`config.mk`:
```
export PLATFORM = sky130hd
export DESIGN_NAME = latin_to_cyrillic_transliterator
export DESIGN_NICKNAME = d
export VERILOG_FILES = /design/src/design/ltc_pkg.sv /design/src/design/ltc_front.sv /design/src/design/ltc_queue.sv /design/src/design/ltc_back.sv /design/src/design/latin_to_cyrillic_transliterator.sv
export SDC_FILE = /design/constraint.sdc
export NUM_CORES = 1
export LEC_CHECK = 0
export BUFFER_PORTS_ARGS = -buffer_cell sky130_fd_sc_hd__buf_2
export CAP_MARGIN = 20
export CORE_MARGIN = 2
export CORE_UTILIZATION = 50
export CTS_CLUSTER_SIZE = 25
export DETAILED_ROUTE_END_ITERATION = 16
export PLACE_DENSITY = 0.69
export SLEW_MARGIN = 40
export SYNTH_ARGS = -nofsm -noshare
export SYNTH_HDL_FRONTEND = slang
export SYNTH_HIERARCHICAL = 1
export SYNTH_SLANG_ARGS = --single-unit
```
`constraint.sdc`:
```
create_clock -name clk -period 17.4 [get_ports clk]
set_input_delay 2.61 -clock clk [delete_from_list [all_inputs] [get_ports clk]]
set_output_delay 2.61 -clock clk [all_outputs]
set_load 0.03 [all_outputs]
```
`src/design/ltc_pkg.sv`:
```
package ltc_pkg;

  typedef enum logic [1:0] {
    MODE_NORMAL,
    MODE_VERBATIM,
    MODE_AFTER1,
    MODE_AFTER2
  } mode_t;

  typedef enum logic [1:0] {
    PEND_NONE,
    PEND_J,
    PEND_H
  } pend_t;

  localparam logic       REQ_BYTE     = 1'b0;
  localparam logic       REQ_FLUSH    = 1'b1;

  localparam logic       REG_ESCAPES  = 1'b0;
  localparam logic       REG_ENCODING = 1'b1;

  localparam logic [1:0] ENC_UTF8     = 2'd0;
  localparam logic [1:0] ENC_ISO      = 2'd1;
  localparam logic [1:0] ENC_KOI8     = 2'd2;
  localparam logic [1:0] ENC_RESET    = ENC_KOI8;

  localparam logic [7:0] SWITCH_BYTE  = 8'h3B;

  localparam int QDEPTH = 2;
  localparam int QPTR_W = $clog2(QDEPTH);

  // code points at 0x400 and up are letters, below that raw bytes
  typedef logic [10:0] code_t;

  typedef struct packed {
    logic  vld;
    code_t code;
  } sym_t;

  typedef struct packed {
    logic       two;
    logic [7:0] b0;
    logic [7:0] b1;
  } enc_t;

  // output bytes of one request, bytes[0] leaves first
  typedef struct packed {
    logic [3:0][7:0] bytes;
    logic [2:0]      cnt;
  } burst_t;

  localparam logic [7:0] KOI8_UPPER [32] = '{
    8'hE1, 8'hE2, 8'hF7, 8'hE7, 8'hE4, 8'hE5, 8'hF6, 8'hFA,
    8'hE9, 8'hEA, 8'hEB, 8'hEC, 8'hED, 8'hEE, 8'hEF, 8'hF0,
    8'hF2, 8'hF3, 8'hF4, 8'hF5, 8'hE6, 8'hE8, 8'hE3, 8'hFE,
    8'hFB, 8'hFD, 8'hFF, 8'hF9, 8'hF8, 8'hFC, 8'hE0, 8'hF1
  };

  function automatic logic is_upper(input logic [7:0] c);
    return (c >= 8'h41) && (c <= 8'h5A);
  endfunction

  function automatic logic is_alpha_span(input logic [7:0] c);
    return (c >= 8'h41) && (c <= 8'h7A);
  endfunction

  function automatic sym_t single_letter(input logic [7:0] c);
    logic [7:0] f;
    sym_t       s;
    f = c | 8'h20;
    s.vld = 1'b1;
    s.code = '0;
    unique case (f)
      8'h61: s.code = 11'h430;  // a
      8'h62: s.code = 11'h431;  // b
      8'h76: s.code = 11'h432;  // v
      8'h67: s.code = 11'h433;  // g
      8'h64: s.code = 11'h434;  // d
      8'h69: s.code = 11'h438;  // i
      8'h6C: s.code = 11'h43B;  // l
      8'h6D: s.code = 11'h43C;  // m
      8'h6E: s.code = 11'h43D;  // n
      8'h6F: s.code = 11'h43E;  // o
      8'h70: s.code = 11'h43F;  // p
      8'h72: s.code = 11'h440;  // r
      8'h74: s.code = 11'h442;  // t
      8'h75: s.code = 11'h443;  // u
      8'h66: s.code = 11'h444;  // f
      8'h68: s.code = 11'h445;  // h
      8'h78: s.code = 11'h445;  // x
      8'h77: s.code = 11'h449;  // w
      8'h79: s.code = 11'h44B;  // y
      8'h71: s.code = 11'h44F;  // q
      default: s.vld = 1'b0;
    endcase
    if (!is_alpha_span(c)) s.vld = 1'b0;
    if (is_upper(c)) s.code = s.code - 11'h020;
    return s;
  endfunction

  function automatic logic is_h_class(input logic [7:0] c);
    logic [7:0] f;
    f = c | 8'h20;
    return is_alpha_span(c) &&
           (f == 8'h63 || f == 8'h73 || f == 8'h65 || f == 8'h6B || f == 8'h7A);
  endfunction

  function automatic code_t h_letter(input logic [7:0] c, input logic with_h);
    logic [7:0] f;
    code_t      v;
    f = c | 8'h20;
    unique case (f)
      8'h63: v = with_h ? 11'h447 : 11'h446;  // c
      8'h73: v = with_h ? 11'h448 : 11'h441;  // s
      8'h65: v = with_h ? 11'h44D : 11'h435;  // e
      8'h6B: v = with_h ? 11'h445 : 11'h43A;  // k
      8'h7A: v = with_h ? 11'h436 : 11'h437;  // z
      default: v = {3'b000, c};
    endcase
    if (v[10] && is_upper(c)) v = v - 11'h020;
    return v;
  endfunction

  function automatic code_t j_alone(input logic [7:0] prev);
    return (prev == 8'h4A) ? 11'h419 : 11'h439;
  endfunction

  function automatic sym_t j_join(input logic [7:0] c, input logic up);
    sym_t s;
    s.vld = 1'b1;
    s.code = '0;
    unique case (c)
      8'h41: s.code = 11'h42F;
      8'h4F: s.code = 11'h401;
      8'h55: s.code = 11'h42E;
      8'h48: s.code = 11'h419;
      8'h61: s.code = up ? 11'h42F : 11'h44F;
      8'h6F: s.code = up ? 11'h401 : 11'h451;
      8'h75: s.code = up ? 11'h42E : 11'h44E;
      8'h68: s.code = up ? 11'h419 : 11'h439;
      8'h27: s.code = 11'h42C;  // apostrophe
      8'h60: s.code = 11'h42A;  // backtick
      default: s.vld = 1'b0;
    endcase
    return s;
  endfunction

  function automatic enc_t enc_code(input code_t code, input logic [1:0] enc);
    enc_t e;
    e.two = 1'b0;
    e.b0  = code[7:0];
    e.b1  = '0;
    if (code[10]) begin
      unique case (enc)
        ENC_UTF8: begin
          e.two = 1'b1;
          e.b0  = {3'b110, code[10:6]};
          e.b1  = {2'b10, code[5:0]};
        end
        ENC_ISO: e.b0 = 8'(code - 11'h360);
        ENC_KOI8: begin
          if (code == 11'h401) e.b0 = 8'hB3;
          else if (code == 11'h451) e.b0 = 8'hA3;
          else if (code >= 11'h410 && code <= 11'h42F)
            e.b0 = KOI8_UPPER[5'(code - 11'h410)];
          else if (code >= 11'h430 && code <= 11'h44F)
            e.b0 = KOI8_UPPER[5'(code - 11'h430)] - 8'h20;
          else e.b0 = code[7:0];
        end
        default: e.b0 = code[7:0];
      endcase
    end
    return e;
  endfunction

endpackage

```
`src/design/ltc_front.sv`:
```
module ltc_front (
  input  logic            clk,
  input  logic            rst_n,
  input  logic            acc,
  input  logic            req_type,
  input  logic [7:0]      in_byte,
  input  logic            esc_en,
  input  logic [1:0]      enc,
  output logic            push,
  output ltc_pkg::burst_t burst
);
  import ltc_pkg::*;

  mode_t      mode_r, mode_nxt;
  pend_t      pend_r, pend_nxt;
  logic       rv_r, rv_nxt;
  logic [7:0] prev_r, prev_nxt;

  sym_t  lead, fl, rs, s0, s1, jj, sl;
  enc_t  e0, e1;
  mode_t em;
  logic  run, semi;
  logic [2:0] n0, n1;

  always_ff @(posedge clk) begin
    if (!rst_n) begin
      mode_r <= MODE_NORMAL;
      pend_r <= PEND_NONE;
      rv_r   <= 1'b0;
      prev_r <= '0;
    end else if (acc) begin
      mode_r <= mode_nxt;
      pend_r <= pend_nxt;
      rv_r   <= rv_nxt;
      prev_r <= prev_nxt;
    end
  end

  always_comb begin
    lead     = '0;
    fl       = '0;
    rs       = '0;
    run      = 1'b0;
    em       = mode_r;
    mode_nxt = mode_r;
    pend_nxt = pend_r;
    rv_nxt   = rv_r;
    prev_nxt = prev_r;
    semi     = (in_byte == SWITCH_BYTE);
    jj       = j_join(in_byte, prev_r == 8'h4A);
    sl       = single_letter(in_byte);

    if (req_type == REQ_FLUSH) begin
      if (mode_r == MODE_NORMAL) begin
        if (pend_r == PEND_J) fl = '{vld: 1'b1, code: j_alone(prev_r)};
        else if (pend_r == PEND_H) fl = '{vld: 1'b1, code: h_letter(prev_r, 1'b0)};
      end else if (mode_r == MODE_AFTER1) begin
        lead = '{vld: 1'b1, code: {3'b000, SWITCH_BYTE}};
      end
      mode_nxt = MODE_NORMAL;
      pend_nxt = PEND_NONE;
      rv_nxt   = 1'b0;
      prev_nxt = '0;
    end else begin
      prev_nxt = in_byte;
      run      = 1'b1;
      unique case (mode_r)
        MODE_NORMAL, MODE_VERBATIM: em = mode_r;
        MODE_AFTER1: begin
          if (semi) begin
            mode_nxt = MODE_AFTER2;
            run      = 1'b0;
          end else begin
            // lone semicolon goes out, byte is then handled in the mode we left
            lead   = '{vld: 1'b1, code: {3'b000, SWITCH_BYTE}};
            em     = rv_r ? MODE_VERBATIM : MODE_NORMAL;
            rv_nxt = 1'b0;
          end
        end
        MODE_AFTER2: begin
          if (semi) begin
            lead     = '{vld: 1'b1, code: {3'b000, SWITCH_BYTE}};
            rs       = '{vld: 1'b1, code: {3'b000, SWITCH_BYTE}};
            mode_nxt = rv_r ? MODE_VERBATIM : MODE_NORMAL;
            rv_nxt   = 1'b0;
            run      = 1'b0;
          end else begin
            // double semicolon toggles the verbatim span
            em     = rv_r ? MODE_NORMAL : MODE_VERBATIM;
            rv_nxt = 1'b0;
          end
        end
        default: em = mode_r;
      endcase

      if (run) begin
        if (em == MODE_VERBATIM) begin
          if (semi) begin
            rv_nxt   = 1'b1;
            mode_nxt = MODE_AFTER1;
          end else begin
            rs       = '{vld: 1'b1, code: {3'b000, in_byte}};
            mode_nxt = MODE_VERBATIM;
          end
        end else if (esc_en && semi) begin
          if (pend_r == PEND_J) fl = '{vld: 1'b1, code: j_alone(prev_r)};
          else if (pend_r == PEND_H) fl = '{vld: 1'b1, code: h_letter(prev_r, 1'b0)};
          pend_nxt = PEND_NONE;
          rv_nxt   = 1'b0;
          mode_nxt = MODE_AFTER1;
        end else begin
          mode_nxt = MODE_NORMAL;
          pend_nxt = PEND_NONE;
          if (pend_r == PEND_J) begin
            if (jj.vld) rs = jj;
            else fl = '{vld: 1'b1, code: j_alone(prev_r)};
          end else if (pend_r == PEND_H) begin
            if (in_byte == 8'h68 || in_byte == 8'h48)
              rs = '{vld: 1'b1, code: h_letter(prev_r, 1'b1)};
            else fl = '{vld: 1'b1, code: h_letter(prev_r, 1'b0)};
          end
          if (!rs.vld) begin
            if (in_byte == 8'h27) rs = '{vld: 1'b1, code: 11'h44C};
            else if (in_byte == 8'h60) rs = '{vld: 1'b1, code: 11'h44A};
            else if (in_byte == 8'h6A || in_byte == 8'h4A) pend_nxt = PEND_J;
            else if (is_h_class(in_byte)) pend_nxt = PEND_H;
            else if (sl.vld) rs = sl;
            else rs = '{vld: 1'b1, code: {3'b000, in_byte}};
          end
        end
      end
    end

    // at most two of lead, fl, rs are set; keep their order
    s0 = lead.vld ? lead : (fl.vld ? fl : rs);
    s1 = lead.vld ? (fl.vld ? fl : rs) : (fl.vld ? rs : '0);
    e0 = enc_code(s0.code, enc);
    e1 = enc_code(s1.code, enc);
    n0 = s0.vld ? (e0.two ? 3'd2 : 3'd1) : 3'd0;
    n1 = s1.vld ? (e1.two ? 3'd2 : 3'd1) : 3'd0;

    burst.bytes[0] = e0.b0;
    burst.bytes[1] = e0.two ? e0.b1 : e1.b0;
    burst.bytes[2] = e0.two ? e1.b0 : e1.b1;
    burst.bytes[3] = e1.b1;
    burst.cnt      = n0 + n1;
    push           = acc && (burst.cnt != 3'd0);
  end

endmodule

```
`src/design/ltc_queue.sv`:
```
module ltc_queue (
  input  logic            clk,
  input  logic            rst_n,
  input  logic            push,
  input  ltc_pkg::burst_t wr_data,
  input  logic            pop,
  output ltc_pkg::burst_t head,
  output logic            full,
  output logic            empty
);
  import ltc_pkg::*;

  burst_t            mem_r [QDEPTH];
  logic [QPTR_W-1:0] wp_r, rp_r;
  logic [QPTR_W:0]   cnt_r, cnt_nxt;

  assign full  = (cnt_r == (QPTR_W+1)'(QDEPTH));
  assign empty = (cnt_r == '0);
  assign head  = mem_r[rp_r];

  always_comb begin
    cnt_nxt = cnt_r;
    if (push && !pop) cnt_nxt = cnt_r + 1'b1;
    else if (pop && !push) cnt_nxt = cnt_r - 1'b1;
  end

  always_ff @(posedge clk) begin
    if (!rst_n) begin
      wp_r  <= '0;
      rp_r  <= '0;
      cnt_r <= '0;
    end else begin
      if (push) wp_r <= wp_r + 1'b1;
      if (pop) rp_r <= rp_r + 1'b1;
      cnt_r <= cnt_nxt;
    end
  end

  always_ff @(posedge clk) begin
    if (push) mem_r[wp_r] <= wr_data;
  end

endmodule

```
`src/design/ltc_back.sv`:
```
module ltc_back (
  input  logic            clk,
  input  logic            rst_n,
  input  ltc_pkg::burst_t head,
  input  logic            empty,
  output logic            pop,
  output logic            out_tvalid,
  input  logic            out_tready,
  output logic [7:0]      out_tdata,
  output logic            out_tlast
);
  import ltc_pkg::*;

  logic [1:0] idx_r, idx_nxt;
  logic       vld_r, vld_nxt;
  logic [7:0] data_r;
  logic       last_r;
  logic       load, last;

  always_comb begin
    load    = !empty && (!vld_r || out_tready);
    last    = (({1'b0, idx_r} + 3'd1) == head.cnt);
    pop     = load && last;
    idx_nxt = idx_r;
    vld_nxt = vld_r;
    if (load) begin
      idx_nxt = last ? 2'd0 : idx_r + 2'd1;
      vld_nxt = 1'b1;
    end else if (out_tready) begin
      vld_nxt = 1'b0;
    end
  end

  always_ff @(posedge clk) begin
    if (!rst_n) begin
      idx_r <= '0;
      vld_r <= 1'b0;
    end else begin
      idx_r <= idx_nxt;
      vld_r <= vld_nxt;
    end
  end

  always_ff @(posedge clk) begin
    if (load) begin
      data_r <= head.bytes[idx_r];
      last_r <= last;
    end
  end

  assign out_tvalid = vld_r;
  assign out_tdata  = data_r;
  assign out_tlast  = last_r;

endmodule

```
`src/design/latin_to_cyrillic_transliterator.sv`:
```
// Latin text in, Russian Cyrillic bytes out.
// in_* stream: one request per accepted beat. in_tuser says what it is (0 text
// byte in in_tdata, 1 end of stream flush). out_* stream: one output byte per
// beat, out_tlast marks the final byte caused by a request. A request that
// makes no output (a held j or h-candidate, a semicolon run) gives no beat.
// cfg_* APB port: register 0 at 0x0 enables semicolon escapes, register 1 at
// 0x4 selects the encoding (0 UTF-8, 1 ISO-8859-5, 2 KOI8-R); write only
// while the stream is idle.
// A request is decoded and written into the burst queue, then its first byte
// is loaded from the queue head into the output register behind out_tvalid.
// The output register sends one byte a cycle while out_tready is high; a
// request has 1 to 4 output bytes (two for a UTF-8 letter). The front
// decodes one request a cycle into a two-entry burst queue; in_tready drops
// only while that queue is full.
// Reset (synchronous, rst_n low) clears the translation state, the queue and
// the output register and sets the registers to their defaults. When the
// receiver holds out_tready low, the output beat holds and the queue fills,
// then input stalls.
module latin_to_cyrillic_transliterator (
  input  logic        clk,
  input  logic        rst_n,
  input  logic        in_tvalid,
  output logic        in_tready,
  input  logic [7:0]  in_tdata,     // [7:0] in_byte
  input  logic        in_tuser,     // [0] req_type
  output logic        out_tvalid,
  input  logic        out_tready,
  output logic [7:0]  out_tdata,    // [7:0] out_byte
  output logic        out_tlast,
  input  logic        cfg_psel,
  input  logic        cfg_penable,
  input  logic        cfg_pwrite,
  input  logic [2:0]  cfg_paddr,
  input  logic [31:0] cfg_pwdata,
  output logic [31:0] cfg_prdata,
  output logic        cfg_pready
);
  import ltc_pkg::*;

  logic       esc_r;
  logic [1:0] enc_r;
  logic       cfg_wr;
  logic       acc, push, pop, full, empty;
  burst_t     burst, head;

  assign cfg_pready = 1'b1;
  assign cfg_wr     = cfg_psel && cfg_penable && cfg_pwrite && cfg_pready;
  assign cfg_prdata = (cfg_paddr[2] == REG_ENCODING) ? {30'b0, enc_r} : {31'b0, esc_r};

  always_ff @(posedge clk) begin
    if (!rst_n) begin
      esc_r <= 1'b0;
      enc_r <= ENC_RESET;
    end else if (cfg_wr) begin
      if (cfg_paddr[2] == REG_ESCAPES) esc_r <= cfg_pwdata[0];
      else enc_r <= cfg_pwdata[1:0];
    end
  end

  assign in_tready = !full;
  assign acc       = in_tvalid && in_tready;

  ltc_front u_front (
    .clk      (clk),
    .rst_n    (rst_n),
    .acc      (acc),
    .req_type (in_tuser),
    .in_byte  (in_tdata),
    .esc_en   (esc_r),
    .enc      (enc_r),
    .push     (push),
    .burst    (burst)
  );

  ltc_queue u_queue (
    .clk     (clk),
    .rst_n   (rst_n),
    .push    (push),
    .wr_data (burst),
    .pop     (pop),
    .head    (head),
    .full    (full),
    .empty   (empty)
  );

  ltc_back u_back (
    .clk        (clk),
    .rst_n      (rst_n),
    .head       (head),
    .empty      (empty),
    .pop        (pop),
    .out_tvalid (out_tvalid),
    .out_tready (out_tready),
    .out_tdata  (out_tdata),
    .out_tlast  (out_tlast)
  );

endmodule

```
; Word-level counts from Yosys, hierarchy flattened
; Memory sizes are Yosys's and may differ from the RTL's. A register that Yosys moved wholly into a read port is not among the register bits.
; Cells that the tools add are included.
[classes]
n_addsub = 20
magnitude_cmp = 18
reduce_logical = 50
n_bitwise = 5
n_eq_ne = 61
mux = 156
[op_table]
columns = cell, count
row1 = 2-to-1 mux 12 bit, 41
row2 = 2-to-1 mux 11 bit, 28
row3 = == test 7 x 6 -> 1 bit (second input constant), 30
row4 = one-hot mux 11 bit (19 select lines), 1
row5 = 2-to-1 mux 8 bit, 22
row6 = one-hot mux 11 bit (10 select lines), 1
row7 = one-hot mux 11 bit (5 select lines), 2
row8 = == test 8 x 7 -> 1 bit (second input constant), 12
row9 = subtractor 11 x 6 -> 11 bit (second input constant), 5
row10 = 2-to-1 mux 2 bit, 25
row11 = one-hot mux 8 bit (3 select lines), 2
row12 = == test 11 bit (second input constant), 4
row13 = >= comparator 11 bit (second input constant), 4
row14 = less-or-equal comparator 11 bit (second input constant), 4
row15 = 2-to-1 mux 17 bit, 2
row16 = >= comparator 6 bit (second input constant), 4
row17 = less-or-equal comparator 8 x 7 -> 1 bit (second input constant), 3
row18 = inverter 5 -> 6 bit, 4
row19 = one-hot mux 12 bit (2 select lines), 1
row20 = logical AND 1 bit, 21
row21 = 2-to-1 mux 1 bit, 21
row22 = 2-to-1 mux 7 bit, 3
row23 = OR reduction 20 bit, 1
row24 = subtractor 5 bit (second input constant), 4
row25 = 34 further kinds, 65
[word_totals]
input_bits = 51
output_inout_bits = 44
wordCells = 328
romBits = 1024
memories = 5
reg_bits = 32
ramBits = 70
[memory_table]
columns = memory, depth, word_bits, read_ports, rd_clocked_by_memory_dff, wr, line_no
row1 = (name not given), 32, 8, 1, 0, 0, ltc_pkg.sv:165  ; e.b0 = KOI8_UPPER[5'(code - 11'h410)];
row2 = (name not given), 32, 8, 1, 0, 0, ltc_pkg.sv:167  ; e.b0 = KOI8_UPPER[5'(code - 11'h430)] - 8'h20;
row3 = (name not given), 32, 8, 1, 0, 0, ltc_pkg.sv:165
row4 = (name not given), 32, 8, 1, 0, 0, ltc_pkg.sv:167
row5 = u_queue.mem_r, 2, 35, 1, 1, 1, ltc_queue.sv:13  ; burst_t mem_r [QDEPTH];

; Longest topological paths before layout
[depth]
depth_word = 50
ltp_mapped = 27
ltp_nobuf = 22

; Modules after synthesis
; Netlist, hierarchy kept.
[by_module_without_submodules]
columns = module, seq_area_each_um2, area_each_um2, n_inst, cells_each
row1 = ltc_front, 260.2, 5492.8, 1, 826
row2 = ltc_queue, 2202.1, 2742.6, 1, 131
row3 = ltc_back, 330.3, 664.4, 1, 40
row4 = latin_to_cyrillic_transliterator, 60.1, 397.9, 1, 50

; Worst setup path before layout
; Ideal clock, no wire load.
[synth_path]
path_kind = input-to-reg
startpoint = input in_tdata[2]
endpoint = memory u_queue/mem_r[0][0] in the netlist's numbering, enable pin
arrival_ns = 8.282
t_required_ns = 16.967
cell_stages = 18
path_slack_ns = 8.686
path_buffers = 2
setup_time_ns = 0.433
cell_sequence = buf_4 > or3b_1 > a311o_1 > a21o_1 > ha_1 > inv_1 > nor3_1 > a2111o_1 > a21oi_1 > a21oi_1 > or3_1 > nor2_1 > clkbuf_1 > nor2_1 > ha_1 > fa_1 > o31a_1 > nor2b_1
[synth_rtl]
columns = element, line_no
row1 = start: declaration, latin_to_cyrillic_transliterator.sv:24  ; input logic [7:0] in_tdata,
row2 = end: declaration, ltc_queue.sv:13

==> results.ini <==
[pwr]
p_leak_uw=0.00338
peakVddDrop_uv=37.4
finalPower_uw=828
p_per_area_mw_per_mm2=85.2

[routing]
ant_nets=0
wl_per_cell_um=19.6
routed_wl_um=24700
via_count=8126
drc_errors=0
viasPerCell=6.46
drt_pass1_iterations=5
drt_iter0_drc=934

[clocking]
cts-root-buf=clkbuf_16
cts.clk_slew.worst_paths_ns=0.07
worstSkewPairLatency_ns=0.34
htreeDepth=3
cts_buffers=9
clock_path_buffers=2
cts_hold_buf=0
clock_sinks=103
cts_setup_buffers=0
post_cts_resized=0
cts_tree=yes

[global_route]
grt_antenna_before_repair=0
grt_pass1_vias=7243
grt-ovfl-total=0
grt_pass1_wl_um=39500
grt_max_degree=40
track_usage_pct=24.8

[floorplanning]
die_w_um=140
design.die.area_sq_mm=0.0197
coreArea_sq_mm=0.0181
die_y_um=140
num_io_pins=95
start_util_pct=51.4
std_cell_rows=49

[sta]
fin_setup_tns_ns=0
clock.fmax_ghz=0.121
fin_crit_ns=8.29
clock_skew_ns=0.00680
relSlewSlack_pct=41.6
rsz0062_at_grt=false
slew_violations=0
finalSetupViolations=0
fin_crit_sh_pct=47.6
worstMarginPinSlew_ns=0.869
finalHoldViolations=0

[final_layout]
final_nets=1110
drive_gt1_share_pct=16.1
antenna_cells=0
areaGrowthSynthToFinish_pct=4.45

[status]
status=completed

[critical_path]
worstSetupStartpoint=in_tdata[1]
reg2reg_from=u_front/pend_r[1]
crit_fanout=35
r2r_slack_ns=11.16
start_kind=primary input
r2r_end=u_queue/mem_r[0][11]
cp.required_ns=17.67
crit_arrival_ns=8.56
reg2regPathDepth=17
critPathKind=in -> reg
crit_end=u_queue/cnt_r[1]
end_kind=register

[yosys]
syn_inst=1047
synth-seq-cells=103
yosysTopAreaCellShare_pct=25.5
netlist_area_sq_mm=0.00930
yosys.area.top_type=edfxtp_1
synth-edff-count=79
synth_area_leaders=edfxtp_1, dfxtp_1, mux2_2, ha_1, a21oi_1
synthArstFlopShare_pct=0
ys_seq_area_share_pct=30.7
syn_area_per_cell_sq_um=8.88
synthXorXnorAreaFrac_pct=1.21
synth_compound_area_share_pct=25.4
synth_top_family_by_area=compound AO/OA/AOI/OAI gates
synth-simple-area-share_pct=21.7
synth_fa_ha_area_share_pct=5.01
synth_mux_area_share_pct=7.37
ys_warn_count=6
yosysUniqueCellTypes=114
synthFlopType=edfxtp_1

[placement]
post-dp-hpwl_um=17800
gp_congestion=0.936
portBuffers=31

[hold_path]
hold_class=reg -> reg
whs_path_depth=2

[job]
maxCapViolations=0

## through the flow
| stage | utilization (%) | area (sq um) | worst slack (ns) | std cells | hold slack, ns |
|---|---|---|---|---|---|
| floorplan | - | 9410 | 8.69 | 1076 | 0.466 |
| finish | 53.7 | 9710 | 9.11 | 1257 | 0.534 |
| CTS | 53.5 | 9680 | 9.18 | 1256 | 0.543 |
| global placement | 51.4 | 9300 | 8.58 | 1238 | 0.483 |
| detailed placement | 51.8 | 9370 | 8.86 | 1241 | 0.533 |
| global route | 53.7 | 9710 | 8.79 | 1257 | 0.574 |
## cell type report
type                       instances  area [sq um]
multi-input combinational        822          5790
fill                            1659          8370
tap                              229           287
inverter                          43           161
sequential                       103          2860
timing repair buffer              45           299
clock inverter                     6          93.8
clock buffer                       9           225
## Yosys cell counts (all sizes together), types with 7 or more instances
library cell	number
mux4	8
mux2	38
buf	66
nand2	74
and2	21
o2bb2ai	8
a31oi	22
nor3b	10
o22ai	14
nand3b	7
nand3	38
a211oi	13
nand4	12
mux2i	7
o21a	14
edfxtp	79
nor3	30
nand2b	13
nor2	62
o211ai	9
or3	14
inv	41
a32oi	7
o21ai	65
ha	34
nor2b	28
o31ai	9
a21o	9
clkbuf	42
dfxtp	24
o311ai	7
a21oi	71
## worst max-delay path, cell delays in order
cell	delay, ns
buf_2	0.49
or3b_1	0.43
a311o_1	0.41
a21o_1	0.23
ha_1	0.18
inv_1	0.07
nor3_1	0.07
a2111o_1	0.43
a21oi_1	0.30
a21oi_1	0.20
o21a_1	0.37
or3_1	0.56
inv_1	0.23
a21oi_1	0.08
ha_1	0.21
fa_1	0.47
o31a_1	0.34
ha_1	0.35
or3_1	0.37
a21boi_1	0.16
## flip-flops by register name (all words and copies together), names as in the netlist, 2 cells and up, named ones only
| signal | flops |
|---|---|
| u_front/mode_r | 2 |
| u_back/idx_r | 2 |
| u_front/pend_r | 2 |
| u_front/prev_r | 8 |
| enc_r | 2 |
| u_back/out_tdata | 8 |
| u_queue/mem_r | 70 |
| u_queue/cnt_r | 2 |
## cell families (layout without fill, tap and decap cells)
kind of cell,after synthesis,count (layout)
DFF,103,103
adders and majority gates,37,37
AOI/OAI and AO/OA,328,328
other,3,32
and+or+nand+nor,360,360
buffers and inverters,151,103
xor gates and xnor gates,12,12
muxes,53,53
## worst min-delay path by stage
stage / start / to / slack (ns)
finish: u_queue/cnt_r[1] / u_queue/cnt_r[1] / 0.53
global route: u_queue/cnt_r[1] / u_queue/cnt_r[1] / 0.57
CTS: u_queue/cnt_r[1] / u_queue/cnt_r[1] / 0.54
detailed placement: u_queue/cnt_r[1] / u_queue/cnt_r[1] / 0.53
global placement: u_queue/cnt_r[1] / u_queue/cnt_r[1] / 0.48
floorplan: u_queue/cnt_r[1] / u_queue/cnt_r[1] / 0.47
## power by group
group,leakage [uW],internal [uW],switching (uW)
clock,0.000154,127,89.6
sequential,0.000926,313,25.0
combinational,0.00230,108,165
## layer usage
layer / routed length [um] / share of wire [%] / track usage [%] / vias to the layer above
met5: 0 / 0 / 0 / -
met4: 332 / 1.3 / 5.42 / 0
met3: 1720 / 7.0 / 2.84 / 28
met2: 11500 / 47 / 39.8 / 322
met1: 11100 / 45 / 36.2 / 3908
li1: - / - / - / 3868
## placed cells by master, fill, tap and decap left out, types with 9 or more instances in the layout
cell and n:
conb_1 32, o211ai_1 9, nor2b_1 27, o21a_1 14, or3_1 14, nand2b_1 13
buf_4 10, nand3_1 36, buf_2 31, a21o_1 9, inv_1 39, dfxtp_1 22
nor3_1 25, nand2_1 74, ha_1 34, o22ai_1 14, a21oi_1 70, clkbuf_16 9
mux2_2 38, a31oi_1 19, a211oi_1 13, o21ai_1 9, nor3b_1 9, and2_1 20
edfxtp_1 79, nand4_1 12, o21ai_0 52, nor2_1 60
No activity file was read; power rests on OpenSTA's default activity.
